<file path="src/hw/rtl/hnst_pkg.sv">
package hnst_pkg;

	// defaults for the top-level parameters
	localparam int SLOTS_DEF       = 64;
	localparam int HANDLE_BITS_DEF = 16;

	// fixed field widths
	localparam int CFG_W    = 7;
	localparam int OP_W     = 2;
	localparam int BYTE_W   = 8;
	localparam int HIN_W    = 16;
	localparam int STAT_W   = 2;
	localparam int SLOT_W   = 6;
	localparam int CNT_W    = 7;
	localparam int HASH_W   = 32;

	// remainder unit: bits of the hash retired per cycle
	localparam int DIV_STEP  = 4;
	localparam int DIV_ITERS = HASH_W / DIV_STEP;
	localparam int DIV_CNT_W = $clog2(DIV_ITERS);

	localparam logic [CFG_W-1:0] TABLE_SIZE_RST = 7'd64;
	localparam logic [CNT_W-1:0] COUNT_MAX      = 7'd127;

	typedef logic [OP_W-1:0]   op_t;
	typedef logic [STAT_W-1:0] stat_t;

	localparam op_t OP_INSERT = 2'd0;
	localparam op_t OP_DELETE = 2'd1;
	localparam op_t OP_LOOKUP = 2'd2;

	localparam stat_t STAT_OK    = 2'd0;
	localparam stat_t STAT_EMPTY = 2'd1;
	localparam stat_t STAT_FULL  = 2'd2;

endpackage

</file>
<file path="src/hw/rtl/hashed_name_slot_table.sv">
// Hashed name slot table.
// A name arrives one item per byte on the input channel (in_valid/in_ready):
// op, name_byte, handle and last_byte. Every byte folds into a 32-bit hash as
// h = 17*h + byte. The item that carries last_byte selects the slot as hash
// modulo table_size and runs insert, delete or lookup on it; exactly one
// result item (status, found_handle, slot_index, entry_count) then leaves on
// the output channel (out_valid/out_ready). Other bytes give no result.
// A byte without last_byte only folds into the hash. A last byte passes first
// through the remainder unit, which retires four hash bits per cycle, then
// through a read of the slot memory and an update of it that also loads the
// output register. in_ready stays low meanwhile.
// Reset clears the hash, the entry count and out_valid, sets table_size to 64
// and sweeps the slot memory empty, one entry a cycle, so in_ready rises only
// once the sweep is done. A stalled receiver holds the result in the output
// register; further bytes are still taken, and a following last byte waits
// for the register to drain. The user must write table_size through
// cfg_we/cfg_wdata only while the block is idle; the block does not check it.
module hashed_name_slot_table
	import hnst_pkg::*;
#(
	parameter int SLOTS       = SLOTS_DEF,
	parameter int HANDLE_BITS = HANDLE_BITS_DEF
) (
	input  logic              clk,
	input  logic              arst_n,
	input  logic              cfg_we,
	input  logic [CFG_W-1:0]  cfg_wdata,
	input  logic              in_valid,
	output logic              in_ready,
	input  logic [OP_W-1:0]   op,
	input  logic signed [BYTE_W-1:0] name_byte,
	input  logic              last_byte,
	input  logic [HIN_W-1:0]  handle,
	output logic              out_valid,
	input  logic              out_ready,
	output logic [STAT_W-1:0] status,
	output logic [HIN_W-1:0]  found_handle,
	output logic [SLOT_W-1:0] slot_index,
	output logic [CNT_W-1:0]  entry_count
);

	localparam int IDX_W = $clog2(SLOTS);
	localparam int ENT_W = HANDLE_BITS + 1;

	localparam logic [2:0] S_CLEAR = 3'd0;
	localparam logic [2:0] S_IDLE  = 3'd1;
	localparam logic [2:0] S_DIV   = 3'd2;
	localparam logic [2:0] S_READ  = 3'd3;
	localparam logic [2:0] S_EXEC  = 3'd4;

	logic [2:0]             state_q;
	logic [IDX_W-1:0]       clr_q;
	logic [CFG_W-1:0]       table_size_q;
	logic [HASH_W-1:0]      hash_q;
	logic [HASH_W-1:0]      hash_nxt;
	logic [HASH_W-1:0]      div_q;
	logic [CFG_W-1:0]       rem_q;
	logic [CFG_W-1:0]       rem_nxt;
	logic [DIV_CNT_W-1:0]   iter_q;
	op_t                    op_q;
	logic [HANDLE_BITS-1:0] handle_q;
	logic [CNT_W-1:0]       count_q;
	logic [CFG_W-1:0]       eff_size;
	logic                   accept;
	logic                   out_free;
	logic                   exec_go;

	logic                   ram_we;
	logic [IDX_W-1:0]       ram_waddr;
	logic [ENT_W-1:0]       ram_wdata;
	logic                   ram_re;
	logic [ENT_W-1:0]       ram_rdata;
	logic                   ent_valid;
	logic [HANDLE_BITS-1:0] ent_handle;

	stat_t                  stat_nxt;
	logic [HIN_W-1:0]       found_nxt;
	logic [CNT_W-1:0]       count_nxt;

	logic                   out_valid_q;
	stat_t                  status_q;
	logic [HIN_W-1:0]       found_q;
	logic [SLOT_W-1:0]      slot_q;
	logic [CNT_W-1:0]       entry_q;

	// a size of zero acts as one, a size beyond the table as the whole table
	always_comb begin
		if (table_size_q == '0) begin
			eff_size = CFG_W'(1);
		end else if (32'(table_size_q) > SLOTS) begin
			eff_size = CFG_W'(SLOTS);
		end else begin
			eff_size = table_size_q;
		end
	end

	assign in_ready = (state_q == S_IDLE);
	assign accept   = in_valid && in_ready;
	assign out_free = !out_valid_q || out_ready;
	assign exec_go  = (state_q == S_EXEC) && out_free;

	// 17*h as a shift and add, byte sign-extended
	assign hash_nxt = (hash_q << 4) + hash_q + HASH_W'(name_byte);

	// restoring remainder, four dependent bit steps per cycle
	always_comb begin
		logic [CFG_W:0] t;
		logic [CFG_W-1:0] r;
		r = rem_q;
		for (int k = 0; k < DIV_STEP; k++) begin
			t = {r, div_q[HASH_W-1-k]};
			if (t >= {1'b0, eff_size}) begin
				t = t - {1'b0, eff_size};
			end
			r = t[CFG_W-1:0];
		end
		rem_nxt = r;
	end

	always_ff @(posedge clk or negedge arst_n) begin
		if (!arst_n) begin
			table_size_q <= TABLE_SIZE_RST;
		end else if (cfg_we) begin
			table_size_q <= cfg_wdata;
		end
	end

	always_ff @(posedge clk or negedge arst_n) begin
		if (!arst_n) begin
			state_q <= S_CLEAR;
			clr_q   <= '0;
			hash_q  <= '0;
			iter_q  <= '0;
		end else begin
			case (state_q)
				S_CLEAR: begin
					clr_q <= clr_q + IDX_W'(1);
					if (clr_q == IDX_W'(SLOTS - 1)) begin
						state_q <= S_IDLE;
					end
				end
				S_IDLE: begin
					if (accept) begin
						if (last_byte) begin
							hash_q  <= '0;
							iter_q  <= '0;
							state_q <= S_DIV;
						end else begin
							hash_q <= hash_nxt;
						end
					end
				end
				S_DIV: begin
					iter_q <= iter_q + DIV_CNT_W'(1);
					if (iter_q == DIV_CNT_W'(DIV_ITERS - 1)) begin
						state_q <= S_READ;
					end
				end
				S_READ: begin
					state_q <= S_EXEC;
				end
				S_EXEC: begin
					if (out_free) begin
						state_q <= S_IDLE;
					end
				end
				default: begin
					state_q <= S_IDLE;
				end
			endcase
		end
	end

	// operands of the pending operation
	always_ff @(posedge clk) begin
		if (accept && last_byte) begin
			div_q    <= hash_nxt;
			rem_q    <= '0;
			op_q     <= op;
			handle_q <= HANDLE_BITS'(handle);
		end else if (state_q == S_DIV) begin
			div_q <= div_q << DIV_STEP;
			rem_q <= rem_nxt;
		end
	end

	assign ent_valid  = ram_rdata[HANDLE_BITS];
	assign ent_handle = ram_rdata[HANDLE_BITS-1:0];

	// decide the operation on the entry read back, or clear a slot during the sweep
	always_comb begin
		stat_nxt  = STAT_OK;
		found_nxt = '0;
		count_nxt = count_q;
		ram_we    = 1'b0;
		ram_waddr = IDX_W'(rem_q);
		ram_wdata = {1'b0, handle_q};
		case (state_q)
			S_CLEAR: begin
				ram_we    = 1'b1;
				ram_waddr = clr_q;
				ram_wdata = '0;
			end
			S_EXEC: begin
				case (op_q)
					OP_INSERT: begin
						if (count_q >= eff_size) begin
							stat_nxt = STAT_FULL;
						end else begin
							ram_we    = exec_go;
							ram_wdata = {1'b1, handle_q};
							if (count_q != COUNT_MAX) begin
								count_nxt = count_q + CNT_W'(1);
							end
						end
					end
					OP_DELETE: begin
						if (ent_valid) begin
							ram_we    = exec_go;
							ram_wdata = {1'b0, ent_handle};
							if (count_q != '0) begin
								count_nxt = count_q - CNT_W'(1);
							end
						end else begin
							stat_nxt = STAT_EMPTY;
						end
					end
					OP_LOOKUP: begin
						if (ent_valid) begin
							found_nxt = HIN_W'(ent_handle);
						end else begin
							stat_nxt = STAT_EMPTY;
						end
					end
					default: begin
						stat_nxt = STAT_OK;
					end
				endcase
			end
			default: begin
				ram_we = 1'b0;
			end
		endcase
	end

	assign ram_re = (state_q == S_READ);

	hnst_ram #(
		.WIDTH (ENT_W),
		.DEPTH (SLOTS)
	) u_slot_ram (
		.clk   (clk),
		.we    (ram_we),
		.waddr (ram_waddr),
		.wdata (ram_wdata),
		.re    (ram_re),
		.raddr (IDX_W'(rem_q)),
		.rdata (ram_rdata)
	);

	always_ff @(posedge clk or negedge arst_n) begin
		if (!arst_n) begin
			count_q     <= '0;
			out_valid_q <= 1'b0;
		end else begin
			if (exec_go) begin
				count_q     <= count_nxt;
				out_valid_q <= 1'b1;
			end else if (out_ready) begin
				out_valid_q <= 1'b0;
			end
		end
	end

	// result register: load only once the previous item has left
	always_ff @(posedge clk) begin
		if (exec_go) begin
			status_q <= stat_nxt;
			found_q  <= found_nxt;
			slot_q   <= SLOT_W'(rem_q);
			entry_q  <= count_nxt;
		end
	end

	assign out_valid    = out_valid_q;
	assign status       = status_q;
	assign found_handle = found_q;
	assign slot_index   = slot_q;
	assign entry_count  = entry_q;

endmodule

</file>
<file path="src/hw/rtl/hnst_ram.sv">
module hnst_ram #(
	parameter int WIDTH = 17,
	parameter int DEPTH = 64
) (
	input  logic                     clk,
	input  logic                     we,
	input  logic [$clog2(DEPTH)-1:0] waddr,
	input  logic [WIDTH-1:0]         wdata,
	input  logic                     re,
	input  logic [$clog2(DEPTH)-1:0] raddr,
	output logic [WIDTH-1:0]         rdata
);

	logic [WIDTH-1:0] mem_q [DEPTH];

	always_ff @(posedge clk) begin
		if (we) begin
			mem_q[waddr] <= wdata;
		end
		if (re) begin
			rdata <= mem_q[raddr];
		end
	end

endmodule

</file>
<file path="config.mk">
export PLATFORM = sky130hd
export DESIGN_NAME = hashed_name_slot_table
export DESIGN_NICKNAME = d
export VERILOG_FILES = /design/src/hw/rtl/hnst_pkg.sv /design/src/hw/rtl/hashed_name_slot_table.sv /design/src/hw/rtl/hnst_ram.sv
export SDC_FILE = /design/constraint.sdc
export NUM_CORES = 1
export LEC_CHECK = 0
export BUFFER_PORTS_ARGS = -buffer_cell sky130_fd_sc_hd__buf_2
export CAP_MARGIN = 20
export CORE_ASPECT_RATIO = 0.7
export CORE_UTILIZATION = 60
export DETAILED_ROUTE_END_ITERATION = 10
export PLACE_DENSITY = 0.76
export SYNTH_ARGS = -nofsm -noshare
export SYNTH_HDL_FRONTEND = slang
export SYNTH_SLANG_ARGS = --single-unit
</file>
<file path="constraint.sdc">
create_clock -name clk -period 12.4 [get_ports clk]
set_clock_uncertainty 0.05 [all_clocks]
set_input_delay 2.48 -clock clk [delete_from_list [all_inputs] [get_ports clk]]
set_output_delay 2.48 -clock clk [all_outputs]
set_load 0.005 [all_outputs]
</file>
# Word-level counts from Yosys, hierarchy flattened
# Memory sizes are Yosys's and may differ from the RTL's. A register that Yosys moved wholly into a read port is not among the register bits.
# Index checks and enable logic that the tools add are counted.
[totals]
ramBits = 1088
memories = 1
regBits = 147
wordCells = 103
in_bits = 39
[op_classes]
n_addsub = 10
muxes = 40
magnitude_cmp = 6
n_reduce_logical = 17
eq_ne = 14
[memory_table]
columns = ["memory", "words", "width", "rd", "rd_ports_with_merged_regs", "wr", "line", "source"]
rows = [
  ["u_slot_ram.mem_q", 64, 17, 1, 1, 1, "hnst_ram.sv:14", "logic [WIDTH-1:0] mem_q [DEPTH];"],
]
[op_table]
columns = ["op", "n"]
rows = [
  ["$mux W32", 3],
  ["$mux W7", 11],
  ["$pmux W17 S2", 2],
  ["$add A32 B32 Y32", 2],
  ["$ge A8 B7 Y1", 4],
  ["$sub A7 B7 Y7", 4],
  ["$mux W3", 7],
  ["$mux W17", 1],
  ["$mux W16", 1],
  ["$pmux W3 S5", 1],
  ["$pmux W7 S2", 1],
  ["$add A7 B1 Y7 const B", 1],
  ["$ge A7 B7 Y1", 1],
  ["$gt A7 B7 Y1 const B", 1],
  ["$logic_not A7 Y1", 1],
  ["$mux W1", 7],
  ["$ne A7 B7 Y1 const B", 1],
  ["$reduce_bool A7 Y1", 1],
  ["$sub A7 B1 Y7 const B", 1],
  ["$add A6 B1 Y6 const B", 1],
  ["$eq A3 B2 Y1 const B", 2],
  ["$eq A3 B3 Y1 const B", 2],
  ["$eq A6 B6 Y1 const B", 1],
  ["$mux W6", 1],
  ["other kinds (20)", 29],
]

# Longest topological paths before layout
[logic_depth]
word_depth = 11
mapped_depth = 35

# Modules after synthesis
# Synthesis repeated with hierarchy kept, for this count alone.
[unflattened]
hier_cells = 2856
hier_area_um2 = 52221.3
[modules_own_cells]
columns = ["mod", "instances", "area_per_inst_um2", "cells_each"]
rows = [
  ["hnst_ram", 1, 42514.5, 1953],
  ["hashed_name_slot_table", 1, 9706.8, 903],
]

# Least setup slack after synthesis
# Ideal clock, no wire load.
[synth_path]
kind = "register -> register"
startpoint = "register table_size_q[2]"
endpoint = "register rem_q[0]"
t_required_ps = 12281
period_less_slack_ps = 7447
setup_time_ps = 69
arrival_time_ps = 7328
stages_incl_launch_ff = 35
setup_slack_ps = 4953
path_cell_list = "dfrtp_1 > nor3_1 > a21oi_1 > nor2_1 > ha_1 > inv_1 > fa_1 > a211oi_2 > o21ai_1 > a31oi_2 > mux2_2 > ha_1 > nor2b_1 > o31a_1 > o221ai_1 > o211ai_2 > nand2_1 > o21ai_0 > fa_1 > nor2b_1 > o21ai_0 > o22ai_1 > o22ai_1 > nand2_1 > mux2i_1 > fa_1 > a21o_1 > a21o_1 > a21o_1 > a21oi_1 > o21ai_0 > a21oi_1 > o211ai_4 > mux2_1 > o21ai_1"
[synth_via]
elab_chain_len = 11
word_cells_on_any_way = 16
cone_classes = "add/sub (4); order compare (5); mux (6); reduce/logical (1)"
[synth_lines]
columns = ["item", "line", "source"]
rows = [
  ["start: declaration", "hashed_name_slot_table.sv:53", "logic [CFG_W-1:0] table_size_q;"],
  ["start signal: assignment", "hashed_name_slot_table.sv:124", "table_size_q <= cfg_wdata;"],
  ["$gt A7 B7 Y1", "hashed_name_slot_table.sv:90", "end else if (32'(table_size_q) > SLOTS) begin"],
  ["$mux W7", "hashed_name_slot_table.sv:90", ""],
  ["$mux W7 (*)", "hashed_name_slot_table.sv:88", "if (table_size_q == '0) begin"],
  ["$sub A7 B7 Y7 or $ge A8 B7 Y1 (tied branches)", "hashed_name_slot_table.sv:113, hashed_name_slot_table.sv:112", ""],
  ["$mux W7", "hashed_name_slot_table.sv:112", "if (t >= {1'b0, eff_size}) begin"],
  ["$sub A7 B7 Y7 or $ge A8 B7 Y1 (tied branches)", "hashed_name_slot_table.sv:113, hashed_name_slot_table.sv:112", ""],
  ["$mux W7", "hashed_name_slot_table.sv:112", ""],
  ["$sub A7 B7 Y7 or $ge A8 B7 Y1 (tied branches)", "hashed_name_slot_table.sv:113, hashed_name_slot_table.sv:112", ""],
  ["$mux W7", "hashed_name_slot_table.sv:112", ""],
  ["$ge A8 B7 Y1", "hashed_name_slot_table.sv:112", ""],
  ["$mux W7 (*)", "hashed_name_slot_table.sv:112", ""],
  ["end signal: assignment", "hashed_name_slot_table.sv:183", "rem_q <= rem_nxt;"],
  ["end: declaration", "hashed_name_slot_table.sv:57", "logic [CFG_W-1:0] rem_q;"],
]
# Every way passes the cells marked *; elsewhere a longest branch is shown, timed or not.
# A chain may end at the register's enable or synchronous reset.

# Worst setup path after layout
# Same ends and word-level chain as after synthesis.

==> summary.md <==
| Metric | Value |
|---|---|
| Number of global-route vias before repair | `27.1k` |
| Ys Warns | `0` |
| Fmax | `113 MHz` |
| Hold buffer count at CTS | `0` |
| Placed cells | `3,785` |
| Status | `completed` |
| Relative slew slack | `0.233` |
| Setup bufs post-CTS | `0` |
| LEAKAGE | `19.3 nW` |
| Nets | `2,929` |
| Overflow after GRT | `0` |
| Hold crit path type | `reg -> reg` |
| Multi-input gate area | `0.0142 mm²` |
| CP max-delay cell | `fa_1` |
| Critical path arrival | `9.38 ns` |
| Post-route minimum period | `8.81 ns` |
| DP Worst Slack | `3.75 ns` |
| Slew @ Worst Pin | `1.15 ns` |
| CP Depth | `33` |
| DRC | `0` |
| Skew-Pair Late Insertion Delay | `0.71 ns` |
| CP max stage delay | `0.47 ns` |
| Worst-path clk slew | `0.07 ns` |
| Synth Instances | `2,607` |
| Layout Utilization | `0.682` |
| Placed cell area | `0.0540 mm²` |
| Post-Syn Nets | `2,757` |
| Area growth syn-to-layout | `11.6%` |
| Post-synth EDFFs | `1,186` |
| Setup Viol. Count Final | `0` |
| Pwr Density | `266 mW/mm²` |
| Seq cells post-synth | `1,252` |
| IO Count | `72` |
| Storage cell area | `0.0372 mm²` |
| Drt pass-1 iters | `6` |
| Final slew viol count | `0` |
| Htree depth | `3` |
| Initial Util | `0.611` |
| Async set or reset register ratio after synthesis | `0.0471` |
| CTS sink count | `1,252` |
| Syn Area/Cell | `19.9 µm²` |
| Maximum vdd drop | `0.343 mV` |
| Post-Layout Cell Count | `4,011` |
| FILL cells | `5,187` |
| Critical path peak fanout | `9` |
| Final setup margin | `3.59 ns` |
| Setup TNS | `0 ns` |
| Post-route cell area | `0.0579 mm²` |
| Via count | `27.3k` |
| Final hold slack | `0.442 ns` |
| Row cnt | `89` |
| Worst path top cell family by delay | `compound AO/OA/AOI/OAI gates` |
| Largest net degree at the start of global routing | `103` |
| Max cap viols | `0` |
| Antenna violations before repair | `6` |
| Main synth FF type | `edfxtp_1` |
| I/O Buffers | `71` |
| Full die area | `0.0878 mm²` |
| CP startpoint | `table_size_q[2]` |
| Via-to-Cell Ratio | `6.80` |
| Total design power | `15.4 mW` |
| Number of CTS-inserted buffers | `110` |
| Crit end category | `flop` |
| RR Startpoint | `table_size_q[2]` |
| Drt first-iter violations | `3,715` |
| R2R depth | `33` |
| Sequential share of the synthesized area | `0.717` |
| Final ANT Viol Nets | `0` |
| Worst reg2reg setup slack | `3.59 ns` |
| Avg WL per Cell | `31.9 µm` |
| Die Wd | `354 µm` |
| Final Hold Vio Count | `0` |
| CTS tree | `built` |
| Drt total wl | `128,000 µm` |
| Post-DP HPWL | `71,800 µm` |
| Startpoint types | `flop` |
| Root buf cell | `clkbuf_16` |
| Post_cts resized | `0` |
| Critical path class | `reg -> reg` |
| Period utilisation layout | `0.711` |
| GRT Resource Usage Total | `0.296` |
| CP required | `12.97 ns` |
| First-pass GRT wire length | `185,000 µm` |
| Core Area | `0.0850 mm²` |
| Routability cong. | `0.894` |
| Setup crit end | `rem_q[0]` |
| RSZ-0062 raised after global routing | `no` |
| Yosys cell types | `75` |
| Reg-to-Reg End | `rem_q[0]` |
| Die height | `248 µm` |
| Crit path buffers/inverters | `1` |
| Clock Path Buffers | `3` |
| Layout cells sized above 1 | `0.264` |
| Synthesized cell area | `0.0519 mm²` |
layout by cell type, fill, tap and decap left out, types with 9 or more instances in the layout:
master        n
mux4_2      357
edfxtp_1   1186
a21o_1       33
nor2_1       95
a22o_2       16
bufinv_16    10
xnor2_1      34
clkbuf_16   110
o21ai_1       9
clkbuf_1     27
fa_1         32
and2_1       19
ha_1         79
o21ai_0      67
inv_1        37
nand4_1       9
buf_12       14
mux2i_1      13
nand2_1     138
clkinv_2     18
nor2b_1      10
o2111ai_1     9
a22o_1       11
nor3_1       13
o21a_1       10
mux2_2       25
o31ai_1      15
xor2_1       19
buf_2        71
clkinv_1     27
nand2b_1     13
nand3_1      20
a21oi_1      45
dfrtp_1      58
buf_4        85
and3_1       13
nor2_2       10
report_power, final:
| part | total, mW | switching, mW | leakage [nW] | internal (mW) |
|---|---|---|---|---|
| clock network | 3.40 | 1.52 | 1.73 | 1.88 |
| logic | 6.32 | 3.65 | 5.88 | 2.67 |
| registers | 5.71 | 0.299 | 11.7 | 5.41 |
| total | 15.4 | 5.47 | 19.3 | 9.96 |
cells by family (layout without fill, tap and decap cells):
logic type                 after synthesis  count (layout)  synth area share
DFF                                   1252            1252             0.717
adders and majority gates              111             111            0.0314
muxes                                  397             397             0.163
other                                    0               2                 0
and+or+nand+nor                        362             362            0.0315
buffers and inverters                  154             419            0.0112
xor gates and xnor gates                53              53           0.00894
AOI/OAI and AO/OA                      278             278            0.0369
sequential cells by signal, indices dropped and copies added, names as in the netlist, 6 cells and up:
| register | flops |
|---|---|
| rem_q | 7 |
| clr_q | 6 |
| entry_count | 7 |
| slot_index | 6 |
| table_size_q | 7 |
| u_slot_ram.rdata | 17 |
| count_q | 7 |
| found_handle | 16 |
| handle_q | 16 |
| div_q | 32 |
| u_slot_ram.mem_q | 1088 |
| hash_q | 32 |
synthesized netlist by cell type, drive strengths merged (33+ instances only):
master	instances	area share
inv	38	0.0027
xnor2	34	0.0057
edfxtp	1186	0.69
clkbuf	85	0.0061
mux4	357	0.15
nor2	105	0.0076
a21oi	45	0.0043
nand2	139	0.010
a21o	33	0.0048
o21ai	76	0.0073
dfrtp	58	0.028
ha	79	0.019
worst min path at each step:
stage                    start       endpoint  slack [ns]  cells past startpoint
floorplan             rem_q[1]  slot_index[1]        0.38                      0
global placement    hash_q[31]     hash_q[31]        0.43                      2
detailed placement    rem_q[6]       rem_q[6]        0.42                      2
CTS                   rem_q[6]       rem_q[6]        0.43                      2
global route         iter_q[0]      iter_q[0]        0.47                      1
finish                rem_q[6]       rem_q[6]        0.44                      2
layout make-up:
type | count | share of cell area
inverters | 38 | 0.00246
flip-flops and latches | 1252 | 0.643
diodes | 2 | 0.0000864
repair buffers | 176 | 0.0243
well taps | 1137 | 0.0246
multi-input cells | 1201 | 0.245
clock inverters | 62 | 0.0103
clock buffers | 143 | 0.0507
metal layers:
| layer | GRT usage | vias up | share of wire |
|---|---|---|---|
| met1 | 0.447 | 14300 | 0.41 |
| met2 | 0.448 | 1701 | 0.46 |
| li1 | - | 11100 | - |
| met4 | 0.0741 | 2 | 0.022 |
| met5 | 0 | - | 0.00010 |
| met3 | 0.0634 | 187 | 0.11 |
tightest hold or removal path, cell delays in order (launching register included):
cell	delay (ns)
dfxtp_1	0.33
nand2_1	0.07
o21ai_1	0.05
No activity file was read; power rests on OpenSTA's default activity.
